$ cat config.mk
export PLATFORM = sky130hd
export DESIGN_NAME = selective_repeat_receiver_ack_unit
export DESIGN_NICKNAME = d
export VERILOG_FILES = /design/src/hdl/sra_pkg.sv /design/src/hdl/selective_repeat_receiver_ack_unit.sv
export SDC_FILE = /design/constraint.sdc
export NUM_CORES = 2
export LEC_CHECK = 0
export BUFFER_PORTS_ARGS = -buffer_cell sky130_fd_sc_hd__buf_2
export CORE_ASPECT_RATIO = 1.75
export CORE_MARGIN = 4
export CORE_UTILIZATION = 40
export CTS_BUF_LIST = sky130_fd_sc_hd__clkbuf_4 sky130_fd_sc_hd__clkbuf_8
export DETAILED_ROUTE_END_ITERATION = 8
export PLACE_DENSITY = 0.63
export SYNTH_ARGS = -nofsm -noshare
export SYNTH_HDL_FRONTEND = slang
export SYNTH_SLANG_ARGS = --single-unit
$ cat constraint.sdc
create_clock -name clk -period 8.7 [get_ports clk]
set_clock_uncertainty 0.05 [all_clocks]
set_input_delay 1.74 -clock clk [delete_from_list [all_inputs] [get_ports clk]]
set_output_delay 1.74 -clock clk [all_outputs]
set_load 0.02 [all_outputs]
$ cat src/hdl/sra_pkg.sv
// Shared widths and the in-word first-set-bit search for the selective-repeat acknowledgement unit.
package sra_pkg;

    localparam int SEQ_W      = 16;
    localparam int CNT_W      = 11;
    localparam int ACK_W      = 11;
    localparam int WORD_W     = 32;
    localparam int WORD_IDX_W = 5;

    // Returns {found, position} of the lowest set bit of the word.
    function automatic logic [WORD_IDX_W:0] find_first(input logic [WORD_W-1:0] v);
        logic [WORD_IDX_W:0] r;
        r = '0;
        for (int i = WORD_W - 1; i >= 0; i--)
        begin
            if (v[i])
            begin
                r = {1'b1, WORD_IDX_W'(i)};
            end
        end
        return r;
    endfunction

endpackage

$ cat src/hdl/selective_repeat_receiver_ack_unit.sv
// Receiver side of a selective-repeat transfer: received bitmap and cumulative acknowledgement.
// A packet is taken when start is high and busy is low. A packet with checksum_ok low is dropped
// in that cycle and the block stays free. An out-of-range packet skips the bitmap and goes to the
// finish state, which registers its acknowledgement strobe. A packet in range is marked in a
// bitmap memory of ceil(MAX_PACKETS/32) words with one read and one write port; if it fills the
// expected number, the gap search reads one word per cycle. When a packet completes the transfer
// the bitmap is cleared one word per cycle, and the same clearing pass runs after reset.
// result_valid marks each acknowledgement for one cycle only and cannot be held off, so the
// receiver must take it then. The packet count register is written through cfg_valid and
// cfg_ready is always high; write it while busy is low, since a write while busy applies to
// the request in progress.
module selective_repeat_receiver_ack_unit #(
    parameter int MAX_PACKETS = 1024
) (
    input  logic                       clk,
    input  logic                       rst_n,
    input  logic                       start,
    output logic                       busy,
    input  logic [sra_pkg::SEQ_W-1:0]  seq_number,
    input  logic                       checksum_ok,
    input  logic                       cfg_valid,
    output logic                       cfg_ready,
    input  logic [sra_pkg::CNT_W-1:0]  cfg_data,
    output logic                       result_valid,
    output logic [sra_pkg::ACK_W-1:0]  ack_number,
    output logic                       transfer_done,
    output logic                       out_of_range
);
    import sra_pkg::*;

    localparam int DEPTH  = (MAX_PACKETS + WORD_W - 1) / WORD_W;
    localparam int ADDR_W = (DEPTH > 1) ? $clog2(DEPTH) : 1;
    localparam int EXP_W  = $clog2(MAX_PACKETS + 2);
    localparam int CMP_W  = ((EXP_W > SEQ_W) ? EXP_W : SEQ_W) + 1;
    localparam int NUM_W  = ADDR_W + WORD_IDX_W + 1;

    localparam logic [2:0] ST_CLEAR  = 3'd0;
    localparam logic [2:0] ST_IDLE   = 3'd1;
    localparam logic [2:0] ST_MODIFY = 3'd2;
    localparam logic [2:0] ST_SCAN   = 3'd3;
    localparam logic [2:0] ST_FINISH = 3'd4;

    localparam logic [EXP_W-1:0]  END_NUM   = EXP_W'(MAX_PACKETS + 1);
    localparam logic [ADDR_W-1:0] LAST_ADDR = ADDR_W'(DEPTH - 1);

    logic [2:0]        state_reg, state_next;
    logic [SEQ_W-1:0]  seq_reg, seq_next;
    logic              oor_reg, oor_next;
    logic [EXP_W-1:0]  exp_reg, exp_next;
    logic [ADDR_W-1:0] addr_reg, addr_next;
    logic [CNT_W-1:0]  count_reg, count_next;
    logic              valid_reg, valid_next;
    logic [ACK_W-1:0]  ack_reg, ack_next;
    logic              done_reg, done_next;
    logic              oflag_reg, oflag_next;

    logic [WORD_W-1:0] mem [DEPTH];
    logic [WORD_W-1:0] rd_data_reg;
    logic              mem_we;
    logic [ADDR_W-1:0] mem_waddr;
    logic [WORD_W-1:0] mem_wdata;
    logic              mem_re;
    logic [ADDR_W-1:0] mem_raddr;

    logic                  accept;
    logic                  in_oor;
    logic [SEQ_W-1:0]      in_m1;
    logic [SEQ_W-1:0]      seq_m1;
    logic [WORD_IDX_W-1:0] bit_pos;
    logic [ADDR_W-1:0]     word_a;
    logic [WORD_W-1:0]     merged;
    logic [WORD_W-1:0]     sel_mask;
    logic [WORD_IDX_W:0]   ff;
    logic [ADDR_W-1:0]     cur_word;
    logic [EXP_W-1:0]      found_num;
    logic                  last_word;
    logic                  done_now;

    assign busy         = (state_reg != ST_IDLE);
    assign cfg_ready    = 1'b1;
    assign result_valid = valid_reg;
    assign ack_number   = ack_reg;
    assign transfer_done = done_reg;
    assign out_of_range = oflag_reg;

    assign accept  = start && !busy;
    assign in_m1   = seq_number - 1'b1;
    assign in_oor  = (seq_number == '0) || (CMP_W'(seq_number) > CMP_W'(MAX_PACKETS));
    assign seq_m1  = seq_reg - 1'b1;
    assign bit_pos = seq_m1[WORD_IDX_W-1:0];
    assign word_a  = seq_m1[ADDR_W+WORD_IDX_W-1:WORD_IDX_W];
    assign merged  = rd_data_reg | (WORD_W'(1) << bit_pos);

    // In the modified word the search starts just above the packet's own bit.
    always_comb
    begin
        if (state_reg == ST_MODIFY)
        begin
            sel_mask = ~merged & ({WORD_W{1'b1}} << ({1'b0, bit_pos} + 6'd1));
            cur_word = word_a;
        end
        else
        begin
            sel_mask = ~rd_data_reg;
            cur_word = addr_reg;
        end
    end

    assign ff        = find_first(sel_mask);
    assign found_num = EXP_W'({cur_word, ff[WORD_IDX_W-1:0]} + NUM_W'(1));
    assign last_word = (cur_word == LAST_ADDR);
    assign done_now  = CMP_W'(exp_reg) >= (CMP_W'(count_reg) + CMP_W'(1));

    always_comb
    begin
        state_next = state_reg;
        seq_next   = seq_reg;
        oor_next   = oor_reg;
        exp_next   = exp_reg;
        addr_next  = addr_reg;
        count_next = cfg_valid ? cfg_data : count_reg;
        valid_next = 1'b0;
        ack_next   = ack_reg;
        done_next  = done_reg;
        oflag_next = oflag_reg;
        mem_we     = 1'b0;
        mem_waddr  = word_a;
        mem_wdata  = merged;
        mem_re     = 1'b0;
        mem_raddr  = ADDR_W'(cur_word + 1'b1);

        case (state_reg)
            ST_CLEAR:
            begin
                mem_we    = 1'b1;
                mem_waddr = addr_reg;
                mem_wdata = '0;
                if (addr_reg == LAST_ADDR)
                begin
                    addr_next  = '0;
                    state_next = ST_IDLE;
                end
                else
                begin
                    addr_next = addr_reg + 1'b1;
                end
            end
            ST_IDLE:
            begin
                if (accept && checksum_ok)
                begin
                    seq_next = seq_number;
                    oor_next = in_oor;
                    if (in_oor)
                    begin
                        state_next = ST_FINISH;
                    end
                    else
                    begin
                        mem_re     = 1'b1;
                        mem_raddr  = in_m1[ADDR_W+WORD_IDX_W-1:WORD_IDX_W];
                        state_next = ST_MODIFY;
                    end
                end
            end
            ST_MODIFY:
            begin
                mem_we = 1'b1;
                if (CMP_W'(seq_reg) == CMP_W'(exp_reg))
                begin
                    if (ff[WORD_IDX_W])
                    begin
                        exp_next   = found_num;
                        state_next = ST_FINISH;
                    end
                    else if (last_word)
                    begin
                        exp_next   = END_NUM;
                        state_next = ST_FINISH;
                    end
                    else
                    begin
                        mem_re     = 1'b1;
                        addr_next  = ADDR_W'(word_a + 1'b1);
                        state_next = ST_SCAN;
                    end
                end
                else
                begin
                    state_next = ST_FINISH;
                end
            end
            ST_SCAN:
            begin
                if (ff[WORD_IDX_W])
                begin
                    exp_next   = found_num;
                    state_next = ST_FINISH;
                end
                else if (last_word)
                begin
                    exp_next   = END_NUM;
                    state_next = ST_FINISH;
                end
                else
                begin
                    mem_re    = 1'b1;
                    addr_next = ADDR_W'(addr_reg + 1'b1);
                end
            end
            ST_FINISH:
            begin
                valid_next = 1'b1;
                ack_next   = ACK_W'(exp_reg);
                done_next  = done_now;
                oflag_next = oor_reg;
                if (done_now)
                begin
                    exp_next   = EXP_W'(1);
                    addr_next  = '0;
                    state_next = ST_CLEAR;
                end
                else
                begin
                    state_next = ST_IDLE;
                end
            end
            default:
            begin
                state_next = ST_IDLE;
            end
        endcase
    end

    always_ff @(posedge clk or negedge rst_n)
    begin
        if (!rst_n)
        begin
            state_reg <= ST_CLEAR;
            exp_reg   <= EXP_W'(1);
            addr_reg  <= '0;
            count_reg <= CNT_W'(1);
            valid_reg <= 1'b0;
        end
        else
        begin
            state_reg <= state_next;
            exp_reg   <= exp_next;
            addr_reg  <= addr_next;
            count_reg <= count_next;
            valid_reg <= valid_next;
        end
    end

    always_ff @(posedge clk)
    begin
        seq_reg   <= seq_next;
        oor_reg   <= oor_next;
        ack_reg   <= ack_next;
        done_reg  <= done_next;
        oflag_reg <= oflag_next;
    end

    // Bitmap memory: one write port and one registered read port.
    always_ff @(posedge clk)
    begin
        if (mem_we)
        begin
            mem[mem_waddr] <= mem_wdata;
        end
        if (mem_re)
        begin
            rd_data_reg <= mem[mem_raddr];
        end
    end

endmodule

* Yosys cells after proc, flatten, opt, wreduce, memory -nomap -nowiden
Memory sizes are Yosys's and may differ from the RTL's. A register that Yosys moved wholly into a read port is not among the register bits.
Index checks and enable logic that the tools add are counted.
** Storage, ports and cells
- RAM bits :: 1024
- Input port bits :: 32
- Memories :: 1
- Word-level logic and storage cells :: 129
- Register bits after elaboration :: 61
** Memories
- mem :: depth 32, width 32, read ports 1, clocked after memory_dff 1, wr ports 1, RTL line selective_repeat_receiver_ack_unit.sv:57 : logic [WORD_W-1:0] mem [DEPTH];
** Operators by class
- Shifts and indexed selects :: 2
- Add/subtract/negate cells :: 8
- Bitwise logic cells :: 4
- Eq/ne operators :: 17
- Reduce and logical (&&, ||, !) cells :: 13
- Muxes and demuxes :: 72
- Order comparisons :: 2
** Operators with widths (number)
- $mux W6 :: 32
- $mux W32 :: 2
- $not A32 Y32 :: 2
- $mux W5 :: 12
- $mux W11 :: 4
- $pmux W11 S3 :: 1
- $and A32 B32 Y32 :: 1
- $or A32 B32 Y32 :: 1
- $shl A1 B5 Y32 const A :: 1
- $shl A32 B6 Y32 const A :: 1
- $mux W3 :: 8
- $pmux W5 S4 :: 1
- $sub A10 B1 Y10 const B :: 2
- $eq A16 B11 Y1 :: 1
- $gt A16 B11 Y1 const B :: 1
- $logic_not A16 Y1 :: 1
- $add A5 B1 Y5 const B :: 3
- $pmux W3 S5 :: 1
- $ne A2 B2 Y1 const B :: 7
- $add A11 B1 Y12 const B :: 1
- $ge A11 B12 Y1 :: 1
- $add A10 B1 Y11 const B :: 1
- $eq A5 B5 Y1 const B :: 2
- $mux W1 :: 10
- other kinds (18) :: 21

* Depth between registers and ports, before layout
- Depth after elaboration :: 42
- Mapped depth :: 21
- Mapped depth without buffers :: 18

* Worst setup path after synthesis
OpenSTA, ideal clock, no wires.
- Path kind :: input to register
- Start point :: input checksum_ok
- End point :: register rd_data_reg[0], read port of mem (data pin)
- Buffers on the path :: 3
- Required time :: 8379 ps
- Data arrival time :: 5110 ps
- Stages on the path :: 10
- Slack :: 3269 ps
- Cell sequence :: nand3_1 nor3_1 nand3_2 mux2i_1 clkbuf_1 clkbuf_1 clkbuf_1 nand3_1 a32oi_1 nand4_1
** On the way
- Cells in the longest elaborated chain, start to end :: 3
** RTL lines
- from (decl) :: RTL line selective_repeat_receiver_ack_unit.sv:20 : input logic checksum_ok,
- $logic_and A1 B1 Y1 * :: RTL line selective_repeat_receiver_ack_unit.sv:150 : if (accept && checksum_ok)
- $mux W1 or $mux W5 (tied branches) :: RTL line selective_repeat_receiver_ack_unit.sv:150
- $pmux W1 S3 or $mux W5 (tied branches) :: RTL line selective_repeat_receiver_ack_unit.sv:132 : case (state_reg)
- to (decl) :: RTL line selective_repeat_receiver_ack_unit.sv:58 : logic [WORD_W-1:0] rd_data_reg;
Every way passes the cells marked *; elsewhere a longest branch is shown, timed or not.
A chain may end at the register's enable or synchronous reset.

* Final worst setup path
- Start point :: register seq_reg[0]
- End point :: register rd_data_reg[27], read port of mem, enable pin
** On the way
- Cells in the longest elaborated chain, start to end :: 41
** RTL lines
- from (decl) :: RTL line selective_repeat_receiver_ack_unit.sv:47 : logic [SEQ_W-1:0] seq_reg, seq_next;
- from (signal assigned) :: RTL line selective_repeat_receiver_ack_unit.sv:257 : seq_reg <= seq_next;
- parallel branches: the longest is 40 deep, another holds $sub A10 B1 Y10
- $pmux W1 S3 * :: RTL line selective_repeat_receiver_ack_unit.sv:132
- net mem_re :: RTL line selective_repeat_receiver_ack_unit.sv:62 : logic mem_re;
Mark *: on every way through the listed nets, which the timed path passes.

==> impl_metrics.csv <==
group,metric,value,unit
status,outcome,"completed",
clock_network,ctsRootBufferMaster,"clkbuf_8",
logic_synthesis,avgSynthCellArea,12.9,um^2
route,drt-wirelength-per-cell,26.7,um
grt,grt_pass1_vias,30100,
logic_synthesis,synth.yosys.seq_area_share,71.8,%
clock_network,clkTransAtPathRegs,0.06,ns
grt,grt_use_total,22.5,%
logic_synthesis,syn_area,0.0465,mm^2
power,irDropWorstVdd,0.000299,V
clock_network,post_cts_buffers,0,
grt,gr-total-overflow,0,
logic_synthesis,netlist-cell-type-count,91,
timing,final-setup-viol-count,0,
power,p_total,19300,uW
layout,largest_reg_flops,1024,
floorplanning,ios,48,
route,postRouteAntennaNets,0,
logic_synthesis,synthArstFlopShare,2.78,%
floorplanning,die_h,459,um
placed_design,portBuffers,46,
timing,rsz0062_at_grt,"no",
clock_network,cts_tree,"built",
logic_synthesis,synth_ff_type,"edfxtp_1",
timing,relSlewSlack,14.8,%
layout,final_nets,3713,
floorplanning,initial_utilization,40.3,%
timing,worst_pin_slew,1.28,ns
grt,grt_max_degree,146,
timing,fin_crit,6.53,ns
placed_design,preCtsSetupSlack,1.84,ns
logic_synthesis,synth_nets,3651,
route,drc,0,
timing,setup_ws,2.17,ns
critical_path,reg2reg_slack,2.17,ns
timing,fin_crit_sh,75.1,%
floorplanning,die_width,266,um
floorplanning,coreArea,0.115,mm^2
critical_path,end_kind,"flop",
route,vias,31100,
timing,slew_violations,0,
route,dr.first_iter.drc_count,3248,
logic_synthesis,synthCells,3592,
grt,grt_antenna_before_repair,2,
critical_path,crit_type,"reg -> reg",
layout,fill_cells,10300,
timing,hold_violations,0,
clock_network,cts_max_level,4,
critical_path,critPathMaxFanout,32,
floorplanning,rows,165,
placed_design,gp_congestion,0.985,
timing,setup_tns,0,ns
layout,multiInputGateArea,0.0125,mm^2
clock_network,numCtsBuffers,148,
power,p_leak,0.0178,uW
clock_network,clkLatencyLatePin,0.84,ns
logic_synthesis,yosys_warnings,0,
logic_synthesis,synth-seq-cells,1117,
min_path,hold_class,"reg -> reg",
placed_design,place_hpwl,78.8,mm
power,p_per_area,372,mW/mm^2
timing,fmax,0.153,GHz
critical_path,worstPathRequired,9.09,ns
route,drt_first_pass_iters,6,
clock_network,clock_sinks,1117,
placed_design,place_area,0.0489,mm^2
run,max-cap-violations,0,
floorplanning,die_area,0.122,mm^2
clock_network,clockBufferDepth,3,
layout,layout-drive-gt1-share,12.4,%
layout,final_cell_area,0.0519,mm^2
timing,timing.hold.ws,0.369,ns
route,viasPerCell,5.89,
logic_synthesis,synth_edf_count,1086,
layout,regArea,0.0334,mm^2
clock_network,ctsHoldBuffers,0,
critical_path,crit_path_start_kind,"flop",
layout,synthToLayoutAreaGrowth,11.5,%
critical_path,arrival,6.92,ns
route,routed_wl,141,mm
clock_network,post_cts_resized,0,
grt,grt_first_pass_wirelength,202,mm
==> Yosys cell counts, types with 5 or more instances <==
cell | instances | area share (%)
edfxtp_1 | 1086 | 70
nand2_1 | 965 | 7.8
nand3_1 | 219 | 2.4
clkbuf_1 | 175 | 1.4
a31oi_1 | 114 | 1.5
a21oi_1 | 110 | 1.2
nor2_1 | 108 | 0.87
and3_1 | 103 | 1.4
mux2i_1 | 66 | 1.4
a32oi_1 | 65 | 1.2
o21ai_0 | 43 | 0.46
nand4_1 | 38 | 0.51
a221oi_1 | 34 | 0.64
o2111ai_1 | 34 | 0.64
o31ai_1 | 33 | 0.53
inv_1 | 30 | 0.24
dfrtp_1 | 29 | 1.6
buf_2 | 28 | 0.30
ha_1 | 27 | 0.73
xor2_1 | 27 | 0.51
xnor2_1 | 20 | 0.38
buf_1 | 17 | 0.14
nand2b_1 | 14 | 0.19
mux2_2 | 13 | 0.31
and2_1 | 12 | 0.16
nor2b_1 | 11 | 0.15
nor3_1 | 11 | 0.12
nor4_1 | 9 | 0.12
o21a_1 | 8 | 0.13
o22ai_1 | 8 | 0.11
a21o_1 | 7 | 0.11
o21bai_1 | 7 | 0.11
o32ai_1 | 7 | 0.13
or4_1 | 7 | 0.11
nor3b_1 | 5 | 0.081
o32a_1 | 5 | 0.11
or3_1 | 5 | 0.067
==> cells in the final DEF (no fill, tap or decap), types with 63 or more instances in the layout <==
cell type,instances
a32oi_1,65
buf_4,80
mux2i_1,63
and3_1,102
edfxtp_1,1086
nand2_1,963
nand3_1,219
a21oi_1,107
clkbuf_8,155
a31oi_1,114
==> final timing paths <==
check,startpoint,to,depth (start not counted)
max in group asynchronous,rst_n,count_reg[7],1
min reg2reg,oor_reg,out_of_range,0
max,seq_reg[0],rd_data_reg[27],14
min in group asynchronous,rst_n,count_reg[4],1
min,oor_reg,out_of_range,0
max reg2reg,seq_reg[0],rd_data_reg[27],14
==> layout make-up <==
type | instances | share of cell area (%)
inverters | 30 | 0.217
repair buffers | 135 | 1.95
multi-input cells | 2222 | 24.1
well taps | 1503 | 3.63
clock buffers | 195 | 4.69
flip-flops and latches | 1117 | 64.4
clock inverters | 69 | 0.982
diodes | 1 | 0.00483
==> logic make-up (layout without fill, tap and decap cells) <==
logic type	after synthesis	count (layout)	synth area share, %
simple gates	1530	1530	14.4
fa+ha+maj	27	27	0.727
buf+inv	253	429	2.16
xor+xnor	48	48	0.944
compound gates	535	535	8.17
other cells	1	2	0.00806
flops	1117	1117	71.8
mux	81	81	1.78
==> layer usage <==
| layer | vias to the layer above | part of all wire [%] | GRT usage (%) |
|---|---|---|---|
| met2 | 1404 | 51 | 39.9 |
| met1 | 15700 | 36 | 25.6 |
| li1 | 13500 | - | - |
| met4 | 2 | 6.6 | 13.3 |
| met5 | - | 0.0085 | 0 |
| met3 | 418 | 6.5 | 3.44 |
==> where the power goes <==
part | internal (uW) | leakage, uW | switching [uW]
sequential | 6930 | 0.0104 | 142
combinational | 2250 | 0.00591 | 5960
clock | 2040 | 0.00155 | 1940
==> stage by stage <==
stage / util (%) / std cells
6_report: 44.9 / 5272
5_1_grt: 44.9 / 5272
4_1_cts: 44.9 / 5271
3_5_place_dp: 42.4 / 5007
3_3_place_gp: 42.4 / 5007
2_1_floorplan: - / 3592
==> critical path: stages, from the launching register on <==
cell and delay, ns:
edfxtp_1 0.85, inv_1 0.23, ha_1 0.40, ha_1 0.33
buf_4 0.26, nor2_1 0.10, xnor2_1 0.18, or3_1 0.60
a311oi_1 0.40, a211oi_2 0.14, nor4_1 0.63, nand4_2 0.36
nor4_1 0.66, inv_1 0.19, nand2_4 0.69
No activity file was read; power rests on OpenSTA's default activity.
